--- src/sv/sdtq_pkg.sv ---
// Shared types and constants for the sorted deadline timer queue.
// Used by the top level and the divider; depends on nothing.
package sdtq_pkg;

    localparam int unsigned DELAY_W     = 32;
    localparam int unsigned RATE_W      = 17;
    localparam int unsigned PROD_W      = DELAY_W + RATE_W;
    localparam int unsigned REM_W       = 10;
    localparam int unsigned TICK_W      = 64;
    localparam int unsigned HANDLE_W    = 4;
    localparam int unsigned CMD_W       = 2;
    localparam int unsigned STATUS_W    = 3;
    localparam int unsigned NEXP_W      = 5;
    localparam int unsigned MS_PER_SEC  = 1000;
    localparam int unsigned MAX_RESULTS = 16;
    localparam logic [RATE_W-1:0] RATE_RESET = RATE_W'(100);

    typedef enum logic [CMD_W-1:0] {
        CMD_TICK   = 2'd0,
        CMD_ADD    = 2'd1,
        CMD_DELETE = 2'd2,
        CMD_NONE   = 2'd3
    } t_cmd;

    typedef enum logic [STATUS_W-1:0] {
        ST_ADDED     = 3'd0,
        ST_FULL      = 3'd1,
        ST_DELETED   = 3'd2,
        ST_NOT_FOUND = 3'd3,
        ST_EXPIRED   = 3'd4,
        ST_NONE      = 3'd5
    } t_status;

    typedef enum logic [4:0] {
        S_IDLE, S_EMIT,
        S_MUL, S_DGO, S_DIV, S_SUM, S_ARD, S_AORD, S_ACMP, S_AINS,
        S_RRD, S_RCHK, S_REND,
        S_CHECK, S_TORD, S_TDL, S_FINISH
    } t_state;

endpackage

--- src/sv/sorted_deadline_timer_queue_unit.sv ---
// Top level of the sorted deadline timer queue.
// Depends on sdtq_pkg, sdtq_ram and sdtq_div.
//
// Holds up to SLOTS timers with the deadline order in one RAM and the deadlines
// in another, both memories with registered read data and one read port each, so
// the add walk and the expiry check read the order RAM and then the deadline RAM
// for each entry. An add multiplies the delay by the tick rate, divides by 1000 in
// 17-bit digits and moves each pending timer with a later deadline up one place; a
// delete walks the whole order list and closes the gap; a tick expires the timers
// at the head of the list one by one, each by a delete walk. One beat is worked on
// at a time, and a result waiting at the output holds the block until it is taken.
module sorted_deadline_timer_queue_unit #(
    parameter int unsigned SLOTS = 16
) (
    input  logic        i_clk,
    input  logic        i_rst_n,
    input  logic        i_cfg_we,
    input  logic [16:0] i_cfg_wdata,  // tick_rate_hz
    input  logic        i_s_axis_tvalid,
    output logic        o_s_axis_tready,
    input  logic [39:0] i_s_axis_tdata,  // delay_ms[31:0], target_handle[35:32], zeros
    input  logic [1:0]  i_s_axis_tuser,  // command[1:0]
    output logic        o_m_axis_tvalid,
    input  logic        i_m_axis_tready,
    output logic [71:0] o_m_axis_tdata,  // result_handle[3:0], current_tick[67:4], zeros
    output logic [2:0]  o_m_axis_tuser,  // status[2:0]
    output logic        o_m_axis_tlast   // last_result
);
    import sdtq_pkg::*;

    localparam int unsigned IW = $clog2(SLOTS);
    localparam int unsigned CW = $clog2(SLOTS + 1);

    t_state r_state, n_state;

    logic [RATE_W-1:0]   r_rate;
    logic [TICK_W-1:0]   r_ctr, n_ctr;
    logic [CW-1:0]       r_count, n_count;
    logic [SLOTS-1:0]    r_in_use, n_in_use;
    logic [CW-1:0]       r_i, n_i;
    logic                r_found, n_found;
    logic [IW-1:0]       r_h, n_h;
    logic [IW-1:0]       r_o, n_o;
    logic [IW-1:0]       r_slot, n_slot;
    logic [IW-1:0]       r_hold, n_hold;
    logic                r_have, n_have;
    logic                r_is_tick, n_is_tick;
    logic [NEXP_W-1:0]   r_nexp, n_nexp;
    logic [DELAY_W-1:0]  r_delay, n_delay;
    logic [PROD_W-1:0]   r_prod, n_prod;
    logic [TICK_W-1:0]   r_dl, n_dl;
    t_state              r_ret, n_ret;
    t_status             r_pend_st, n_pend_st;
    logic [HANDLE_W-1:0] r_pend_h, n_pend_h;
    logic                r_pend_last, n_pend_last;

    logic                r_out_valid;
    t_status             r_out_st;
    logic [HANDLE_W-1:0] r_out_h;
    logic [TICK_W-1:0]   r_out_tick;
    logic                r_out_last;

    logic                w_accept, w_out_free;
    t_cmd                w_cmd;
    logic [DELAY_W-1:0]  w_delay;
    logic [HANDLE_W-1:0] w_tgt;
    logic [IW-1:0]       w_tgt_idx;
    logic                w_tgt_ok;
    logic                w_any_free;
    logic [IW-1:0]       w_free_idx;
    logic [TICK_W:0]     w_sum;
    logic                w_div_start, w_div_done;
    logic [PROD_W-1:0]   w_quot;

    logic                w_ord_we;
    logic [IW-1:0]       w_ord_waddr, w_ord_wdata, w_ord_raddr, w_ord_rdata;
    logic                w_dl_we;
    logic [IW-1:0]       w_dl_raddr;
    logic [TICK_W-1:0]   w_dl_rdata;

    assign w_cmd      = t_cmd'(i_s_axis_tuser);
    assign w_delay    = i_s_axis_tdata[DELAY_W-1:0];
    assign w_tgt      = i_s_axis_tdata[DELAY_W+HANDLE_W-1:DELAY_W];
    assign w_tgt_idx  = IW'(w_tgt);
    assign w_tgt_ok   = (32'(w_tgt) < 32'(SLOTS)) && r_in_use[w_tgt_idx];
    assign w_accept   = i_s_axis_tvalid && o_s_axis_tready;
    assign w_out_free = !r_out_valid || i_m_axis_tready;
    assign w_sum      = {1'b0, r_ctr} + (TICK_W+1)'(w_quot);
    assign o_s_axis_tready = (r_state == S_IDLE);

    always_comb begin
        w_any_free = 1'b0;
        w_free_idx = '0;
        for (int k = SLOTS - 1; k >= 0; k--) begin
            if (!r_in_use[k]) begin
                w_any_free = 1'b1;
                w_free_idx = IW'(k);
            end
        end
    end

    sdtq_ram #(.WIDTH(IW), .DEPTH(SLOTS)) u_order_ram (
        .i_clk   (i_clk),
        .i_we    (w_ord_we),
        .i_waddr (w_ord_waddr),
        .i_wdata (w_ord_wdata),
        .i_raddr (w_ord_raddr),
        .o_rdata (w_ord_rdata)
    );

    sdtq_ram #(.WIDTH(TICK_W), .DEPTH(SLOTS)) u_deadline_ram (
        .i_clk   (i_clk),
        .i_we    (w_dl_we),
        .i_waddr (r_slot),
        .i_wdata (n_dl),
        .i_raddr (w_dl_raddr),
        .o_rdata (w_dl_rdata)
    );

    sdtq_div u_div (
        .i_clk   (i_clk),
        .i_rst_n (i_rst_n),
        .i_start (w_div_start),
        .i_num   (r_prod),
        .o_done  (w_div_done),
        .o_quot  (w_quot)
    );

    // next state
    always_comb begin
        n_state = r_state;
        unique case (r_state)
            S_IDLE: begin
                if (w_accept) begin
                    unique case (w_cmd)
                        CMD_TICK:   n_state = S_CHECK;
                        CMD_ADD:    n_state = w_any_free ? S_MUL : S_EMIT;
                        CMD_DELETE: n_state = w_tgt_ok ? S_RRD : S_EMIT;
                        CMD_NONE:   n_state = S_IDLE;
                    endcase
                end
            end
            S_EMIT:   if (w_out_free) n_state = r_ret;
            S_MUL:    n_state = S_DGO;
            S_DGO:    n_state = S_DIV;
            S_DIV:    if (w_div_done) n_state = S_SUM;
            S_SUM:    n_state = S_ARD;
            S_ARD:    n_state = (r_i == '0) ? S_AINS : S_AORD;
            S_AORD:   n_state = S_ACMP;
            S_ACMP:   n_state = (w_dl_rdata > r_dl) ? S_ARD : S_AINS;
            S_AINS:   n_state = S_EMIT;
            S_RRD:    n_state = (r_i == r_count) ? S_REND : S_RCHK;
            S_RCHK:   n_state = S_RRD;
            S_REND:   n_state = r_is_tick ? S_CHECK : S_EMIT;
            S_CHECK: begin
                if (r_count == '0 || r_nexp == NEXP_W'(MAX_RESULTS)) begin
                    n_state = S_FINISH;
                end else begin
                    n_state = S_TORD;
                end
            end
            S_TORD:   n_state = S_TDL;
            S_TDL: begin
                if (w_dl_rdata <= r_ctr) begin
                    n_state = r_have ? S_EMIT : S_RRD;
                end else begin
                    n_state = S_FINISH;
                end
            end
            S_FINISH: n_state = S_EMIT;
            default:  n_state = S_IDLE;
        endcase
    end

    // datapath and memory control
    always_comb begin
        n_ctr       = r_ctr;
        n_count     = r_count;
        n_in_use    = r_in_use;
        n_i         = r_i;
        n_found     = r_found;
        n_h         = r_h;
        n_o         = r_o;
        n_slot      = r_slot;
        n_hold      = r_hold;
        n_have      = r_have;
        n_is_tick   = r_is_tick;
        n_nexp      = r_nexp;
        n_delay     = r_delay;
        n_prod      = r_prod;
        n_dl        = r_dl;
        n_ret       = r_ret;
        n_pend_st   = r_pend_st;
        n_pend_h    = r_pend_h;
        n_pend_last = r_pend_last;
        w_ord_we    = 1'b0;
        w_ord_waddr = r_i[IW-1:0];
        w_ord_wdata = r_o;
        w_ord_raddr = '0;
        w_dl_we     = 1'b0;
        w_dl_raddr  = w_ord_rdata;
        w_div_start = 1'b0;
        unique case (r_state)
            S_IDLE: begin
                n_pend_last = 1'b1;
                n_ret       = S_IDLE;
                n_i         = '0;
                n_found     = 1'b0;
                n_delay     = w_delay;
                n_slot      = w_free_idx;
                n_h         = w_tgt_idx;
                n_is_tick   = (w_cmd == CMD_TICK);
                n_have      = 1'b0;
                n_nexp      = '0;
                if (w_accept) begin
                    unique case (w_cmd)
                        CMD_TICK:   n_ctr = r_ctr + TICK_W'(1);
                        CMD_ADD: begin
                            n_pend_st = ST_FULL;
                            n_pend_h  = '0;
                        end
                        CMD_DELETE: begin
                            n_pend_st = w_tgt_ok ? ST_DELETED : ST_NOT_FOUND;
                            n_pend_h  = w_tgt;
                        end
                        CMD_NONE:   n_ctr = r_ctr;
                    endcase
                end
            end
            S_EMIT: ;
            S_MUL:  n_prod = PROD_W'(r_delay) * PROD_W'(r_rate);
            S_DGO:  w_div_start = 1'b1;
            S_DIV:  ;
            S_SUM: begin
                n_dl    = w_sum[TICK_W] ? '1 : w_sum[TICK_W-1:0];
                w_dl_we = 1'b1;
                n_i     = r_count;
            end
            S_ARD:  w_ord_raddr = IW'(r_i - CW'(1));
            S_AORD: n_o = w_ord_rdata;
            S_ACMP: begin
                if (w_dl_rdata > r_dl) begin
                    w_ord_we = 1'b1;
                    n_i      = r_i - CW'(1);
                end
            end
            S_AINS: begin
                w_ord_we         = 1'b1;
                w_ord_wdata      = r_slot;
                n_count          = r_count + CW'(1);
                n_in_use[r_slot] = 1'b1;
                n_pend_st        = ST_ADDED;
                n_pend_h         = HANDLE_W'(r_slot);
            end
            S_RRD:  w_ord_raddr = r_i[IW-1:0];
            S_RCHK: begin
                w_ord_waddr = IW'(r_i - CW'(1));
                w_ord_wdata = w_ord_rdata;
                w_ord_we    = r_found;
                if (w_ord_rdata == r_h) n_found = 1'b1;
                n_i = r_i + CW'(1);
            end
            S_REND: begin
                n_count       = r_count - CW'(1);
                n_in_use[r_h] = 1'b0;
                n_ret         = S_IDLE;
            end
            S_CHECK: w_ord_raddr = '0;
            S_TORD:  n_h = w_ord_rdata;
            S_TDL: begin
                if (w_dl_rdata <= r_ctr) begin
                    n_pend_st   = ST_EXPIRED;
                    n_pend_h    = HANDLE_W'(r_hold);
                    n_pend_last = 1'b0;
                    n_ret       = S_RRD;
                    n_hold      = r_h;
                    n_have      = 1'b1;
                    n_nexp      = r_nexp + NEXP_W'(1);
                    n_i         = '0;
                    n_found     = 1'b0;
                end
            end
            S_FINISH: begin
                n_pend_st   = r_have ? ST_EXPIRED : ST_NONE;
                n_pend_h    = r_have ? HANDLE_W'(r_hold) : '0;
                n_pend_last = 1'b1;
                n_ret       = S_IDLE;
            end
            default: ;
        endcase
    end

    always_ff @(posedge i_clk) begin
        if (!i_rst_n) begin
            r_state     <= S_IDLE;
            r_rate      <= RATE_RESET;
            r_ctr       <= '0;
            r_count     <= '0;
            r_in_use    <= '0;
            r_out_valid <= 1'b0;
        end else begin
            r_state  <= n_state;
            r_ctr    <= n_ctr;
            r_count  <= n_count;
            r_in_use <= n_in_use;
            if (i_cfg_we) begin
                r_rate <= i_cfg_wdata;
            end
            if (r_state == S_EMIT && w_out_free) begin
                r_out_valid <= 1'b1;
            end else if (i_m_axis_tready) begin
                r_out_valid <= 1'b0;
            end
        end
    end

    always_ff @(posedge i_clk) begin
        r_i         <= n_i;
        r_found     <= n_found;
        r_h         <= n_h;
        r_o         <= n_o;
        r_slot      <= n_slot;
        r_hold      <= n_hold;
        r_have      <= n_have;
        r_is_tick   <= n_is_tick;
        r_nexp      <= n_nexp;
        r_delay     <= n_delay;
        r_prod      <= n_prod;
        r_dl        <= n_dl;
        r_ret       <= n_ret;
        r_pend_st   <= n_pend_st;
        r_pend_h    <= n_pend_h;
        r_pend_last <= n_pend_last;
        if (r_state == S_EMIT && w_out_free) begin
            r_out_st   <= r_pend_st;
            r_out_h    <= r_pend_h;
            r_out_tick <= r_ctr;
            r_out_last <= r_pend_last;
        end
    end

    assign o_m_axis_tvalid = r_out_valid;
    assign o_m_axis_tdata  = {4'b0, r_out_tick, r_out_h};
    assign o_m_axis_tuser  = r_out_st;
    assign o_m_axis_tlast  = r_out_last;
endmodule

--- src/sv/sdtq_ram.sv ---
// Generic single-write, single-read RAM with registered read data.
// Standalone; no package needed.
module sdtq_ram #(
    parameter int unsigned WIDTH = 8,
    parameter int unsigned DEPTH = 16
) (
    input  logic                     i_clk,
    input  logic                     i_we,
    input  logic [$clog2(DEPTH)-1:0] i_waddr,
    input  logic [WIDTH-1:0]         i_wdata,
    input  logic [$clog2(DEPTH)-1:0] i_raddr,
    output logic [WIDTH-1:0]         o_rdata
);
    logic [WIDTH-1:0] r_mem [DEPTH];
    logic [WIDTH-1:0] r_rdata;

    always_ff @(posedge i_clk) begin
        if (i_we) begin
            r_mem[i_waddr] <= i_wdata;
        end
        r_rdata <= r_mem[i_raddr];
    end

    assign o_rdata = r_rdata;
endmodule

--- src/sv/sdtq_div.sv ---
// Divider by the milliseconds-per-second constant, one 17-bit digit per cycle.
// Depends on sdtq_pkg; each digit uses a reciprocal multiply and a compare-free remainder.
module sdtq_div (
    input  logic                       i_clk,
    input  logic                       i_rst_n,
    input  logic                       i_start,
    input  logic [sdtq_pkg::PROD_W-1:0] i_num,
    output logic                       o_done,
    output logic [sdtq_pkg::PROD_W-1:0] o_quot
);
    import sdtq_pkg::*;

    localparam int unsigned DIG_W  = 17;
    localparam int unsigned N_DIG  = 3;
    localparam int unsigned NUM_W  = DIG_W * N_DIG;
    localparam int unsigned X_W    = REM_W + DIG_W;
    localparam int unsigned RCP_W  = 28;
    localparam int unsigned RCP_SH = 37;
    localparam int unsigned MUL_W  = X_W + RCP_W;
    localparam int unsigned CNT_W  = 2;
    localparam logic [RCP_W-1:0] RCP = RCP_W'(137438954);

    logic              r_busy;
    logic              r_done;
    logic [CNT_W-1:0]  r_cnt;
    logic [NUM_W-1:0]  r_num;
    logic [REM_W-1:0]  r_rem;
    logic [X_W-1:0]    w_x;
    logic [MUL_W-1:0]  w_prod;
    logic [DIG_W-1:0]  w_q;
    logic [X_W-1:0]    w_r;

    // partial dividend stays below 1000 * 2^17, where the reciprocal is exact
    assign w_x    = {r_rem, r_num[NUM_W-1 -: DIG_W]};
    assign w_prod = MUL_W'(w_x) * MUL_W'(RCP);
    assign w_q    = w_prod[RCP_SH +: DIG_W];
    assign w_r    = w_x - X_W'(w_q) * X_W'(MS_PER_SEC);

    always_ff @(posedge i_clk) begin
        if (!i_rst_n) begin
            r_busy <= 1'b0;
            r_done <= 1'b0;
            r_cnt  <= '0;
        end else begin
            r_done <= 1'b0;
            if (i_start) begin
                r_busy <= 1'b1;
                r_cnt  <= CNT_W'(N_DIG);
            end else if (r_busy) begin
                r_cnt <= r_cnt - CNT_W'(1);
                if (r_cnt == CNT_W'(1)) begin
                    r_busy <= 1'b0;
                    r_done <= 1'b1;
                end
            end
        end
    end

    always_ff @(posedge i_clk) begin
        if (i_start) begin
            r_num <= NUM_W'(i_num);
            r_rem <= '0;
        end else if (r_busy) begin
            r_num <= {r_num[NUM_W-DIG_W-1:0], w_q};
            r_rem <= w_r[REM_W-1:0];
        end
    end

    assign o_done = r_done;
    assign o_quot = r_num[PROD_W-1:0];
endmodule
--- config.mk ---
export PLATFORM = sky130hd
export DESIGN_NAME = sorted_deadline_timer_queue_unit
export DESIGN_NICKNAME = d
export VERILOG_FILES = /design/src/sv/sdtq_pkg.sv /design/src/sv/sorted_deadline_timer_queue_unit.sv /design/src/sv/sdtq_ram.sv /design/src/sv/sdtq_div.sv
export SDC_FILE = /design/constraint.sdc
export NUM_CORES = 2
export LEC_CHECK = 0
export BUFFER_PORTS_ARGS = -buffer_cell sky130_fd_sc_hd__buf_2
export CORE_ASPECT_RATIO = 1.1
export CORE_MARGIN = 2
export CORE_UTILIZATION = 30
export DETAILED_ROUTE_END_ITERATION = 10
export PLACE_DENSITY_LB_ADDON = 0.15
export SLEW_MARGIN = 20
export SYNTH_ARGS = -nofsm -noshare
export SYNTH_HDL_FRONTEND = slang
export SYNTH_SLANG_ARGS = --single-unit
--- constraint.sdc ---
create_clock -name i_clk -period 8.56 [get_ports i_clk]
set_clock_uncertainty 0.1 [all_clocks]
set_input_delay 1.712 -clock i_clk [delete_from_list [all_inputs] [get_ports i_clk]]
set_output_delay 1.712 -clock i_clk [all_outputs]
set_load 0.005 [all_outputs]
==> results.md <==
* Vias after detailed routing at 56700
* Grt ovf at 0
* Fillers at 30050
* Multi-input logic area at 43880 sq um
* Max Fanout on Critical Path at 5
* Crit Path Category: reg -> reg
* Area Growth Syn to Fin at 16.41%
* Final period utilization at 105.7%
* Distinct cells, synth at 101
* Routability cong. at 0.8489
* Status: finished, violations left
* CP Launch Point: u_div.r_num[48]$_DFFE_PP_
* Post-Syn Area at 92770 sq um
* Die W at 534.2 um
* Post-synth EDFFs at 1328
* Clock-pin slew on the worst setup and hold paths at 70 ps
* CTS Root Cell: clkbuf_16
* Nets at 8827
* Max Clk Rate at 110.5 MHz
* 1st-pass router iterations at 5
* CTS tree: yes
* Layout cells sized above 1 at 17.32%
* Slew at the pin closest to its max-slew limit at 1083 ps
* Max Slew Vio Count at 0
* Htree depth at 4
* Worst setup SP type: flop
* Syn Area/Cell at 13.15 sq um
* Worst Hold Launch: r_pend_h[1]$_DFFE_PP_
* Via density at 4.834
* Rel. slew slack at 27.79%
* First-pass GRT wire length at 404000 um
* Largest net degree at the start of global routing at 120
* All-Layer GR Usage at 17.36%
* R2R setup slack at -490 ps
* Number of I/O pins at 142
* Hold Crit Class: reg -> reg
* CTS Sinks at 1584
* Flip-flop and latch area at 45040 sq um
* Site Rows at 214
* WL/cell at 23.28 um
* Post-synth ARST share at 0%
* Final WS setup at -486.6 ps
* Tmin final at 9047 ps
* Core ar. at 308200 sq um
* Mapped Cells at 7055
* Die area at 313700 sq um
* CP arrival at 9630 ps
* Antenna Nets Post-Route at 0
* Starting Density at 30.10%
* Worst R2R Start: u_div.r_num[48]$_DFFE_PP_
* Die height at 587.2 um
* Max stage delay on crit path at 590 ps
* CTS Buf Count at 185
* Dpl ws at -733.0 ps
* Yosys warnings at 0
* Vias in the first global route at 60500
* Clk buf depth at 4
* #FFs+latches synth at 1584
* Initial antenna violation count at 22
* RSZ-0062 raised after global routing: yes
* HPWL after detailed placement at 190000 um
* DRC violation count after routing at 0
* Max-Cap Viols at 0
* Seq/Total Area, Yosys at 48.51%
* Port Buffers at 133
* Fin. Hold Viols at 0
* Slowest-stage cell, CP: fa_1
* Final TNS setup at -762.2 ps
* DR iter-0 viols at 3907
* Clk_lat worst skew at 840 ps
* Required @ worst endpoint at 9140 ps
* WL final at 273100 um
* Primary FF master, synth: edfxtp_1
* Failing checks: setup timing
* Final setup viols at 2
* CP endpoint kind: flop
flip-flops by register name (all words and copies together) (netlist names), 5 cells and up:
register,cells
r_nexp,5
r_out_tick,64
r_state,5
r_i,5
r_rate,17
u_deadline_ram.r_mem,1024
u_div.r_num,51
r_delay,32
r_dl,64
r_ctr,64
r_prod,49
u_deadline_ram.o_rdata,64
u_div.r_rem,10
r_in_use,16
u_order_ram.r_mem,64
r_count,5
final timing paths:
check | endpoint | depth (start not counted)
max | u_div.r_rem[9]$_SDFFE_PP0P_ | 34
min reg2reg | r_out_h[1]$_DFFE_PP_ | 0
min | r_out_h[1]$_DFFE_PP_ | 0
max reg2reg | u_div.r_rem[9]$_SDFFE_PP0P_ | 34
synthesized netlist by cell type, drive strengths merged (8+ instances only):
| cell | number | area, sq um |
|---|---|---|
| a41oi | 8 | 70.07 |
| xnor2 | 144 | 1261 |
| nor2 | 251 | 944.7 |
| and2 | 176 | 1104 |
| o22ai | 9 | 56.30 |
| nand4 | 65 | 406.6 |
| a31oi | 44 | 275.3 |
| nand2 | 706 | 2655 |
| a21boi | 12 | 93.84 |
| o211ai | 11 | 82.58 |
| a21oi | 190 | 954.7 |
| dfxtp | 256 | 5125 |
| edfxtp | 1328 | 39880 |
| a2bb2oi | 14 | 128.9 |
| a2111oi | 8 | 76.32 |
| nor3b | 10 | 80.07 |
| o21ai | 201 | 1006 |
| nor4 | 19 | 140.1 |
| o21a | 29 | 217.7 |
| or2 | 11 | 71.32 |
| o31ai | 11 | 87.58 |
| xor2 | 50 | 437.9 |
| nand2b | 32 | 200.2 |
| a211oi | 33 | 247.7 |
| fa | 679 | 13590 |
| ha | 613 | 7670 |
| and3 | 23 | 143.9 |
| mux2i | 34 | 340.3 |
| nand3 | 77 | 395.4 |
| inv | 1035 | 3885 |
| nor3 | 66 | 340.3 |
| clkbuf | 242 | 908.4 |
| buf | 42 | 181.4 |
| or3 | 25 | 156.4 |
| o21bai | 13 | 97.59 |
| mux4 | 325 | 7320 |
| a21o | 136 | 1021 |
| nor2b | 18 | 112.6 |
through the flow:
stage	std cells	util, %	area (sq um)	hold WS, ps
after floorplan	7058	-	93040	300.3
after global placement	11360	32.70	100800	303.9
after detailed placement	11360	32.71	100800	308.1
after CTS	11700	34.87	107500	314.2
after global routing	11730	35.04	108000	314.8
final	11730	35.04	108000	312.6
kinds of logic after synthesis:
logic type      count (synthesis)  share of synthesized area (%)
flops                        1584                          48.51
mux                           364                          8.321
fa+ha+maj                    1293                          22.93
buf+inv                      1321                          5.370
simple gates                 1503                          7.497
compound gates                794                          5.511
xor+xnor                      195                          1.856
other cells                     1                       0.004042
layout make-up:
cell class	instances	area share, %
antenna	8	0.01854
clock buffer	248	4.791
clock inverter	84	1.031
inverter	1037	3.607
multi-input combinational	4153	40.63
sequential	1584	41.71
tap	4104	4.755
timing repair buffer	510	3.457
per-layer routing:
layer / vias up / global-route usage [%] / part of all wire, %
li1: 25480 / - / -
met1: 29680 / 23.76 / 45
met2: 1170 / 28.47 / 48
met3: 369 / 2.272 / 4.1
met4: 6 / 5.579 / 3.4
met5: - / 0 / 0.012
timing repair:
action,in CTS,in global routing
endpoints found under the setup margin,3,4
hold buffers,0,0
pin swaps,56,89
buffers inserted,9,17
gates resized for setup,56,65
cells in the final DEF (no fill, tap or decap), types with 14 or more instances in the layout:
cell type	instances
nand2_1	704
o21a_1	27
buf_4	351
fa_1	665
and3_1	19
dfxtp_1	238
mux2i_1	34
a211oi_1	33
clkinv_1	22
nor2_4	14
bufinv_16	25
clkinv_2	18
nand4_1	65
a21oi_1	183
inv_2	19
clkbuf_16	191
clkbuf_1	39
a21o_1	136
fa_2	14
nor2b_1	18
nand2b_1	31
a31oi_1	39
inv_1	1015
or3_1	24
edfxtp_1	1328
buf_2	133
nor2_1	236
ha_4	47
clkbuf_8	18
buf_12	16
o21ai_0	181
ha_1	561
and2_1	167
nor4_1	17
nor3_1	59
nand3_1	73
xor2_1	48
xnor2_1	143
mux4_2	325
critical path: cells and delay by family, from the launching register on:
family / cells / cell delay (ps)
AND/OR/NAND/NOR: 5 / 1230
buffers and inverters: 8 / 570
adder cells (fa/ha/maj): 14 / 5470
AO/OA/AOI/OAI: 5 / 770
XOR/XNOR: 2 / 330
flip-flops: 1 / 420
Power is not shown: default switching activity piles up to over one toggle a cycle in this logic, so the estimate is an artifact.
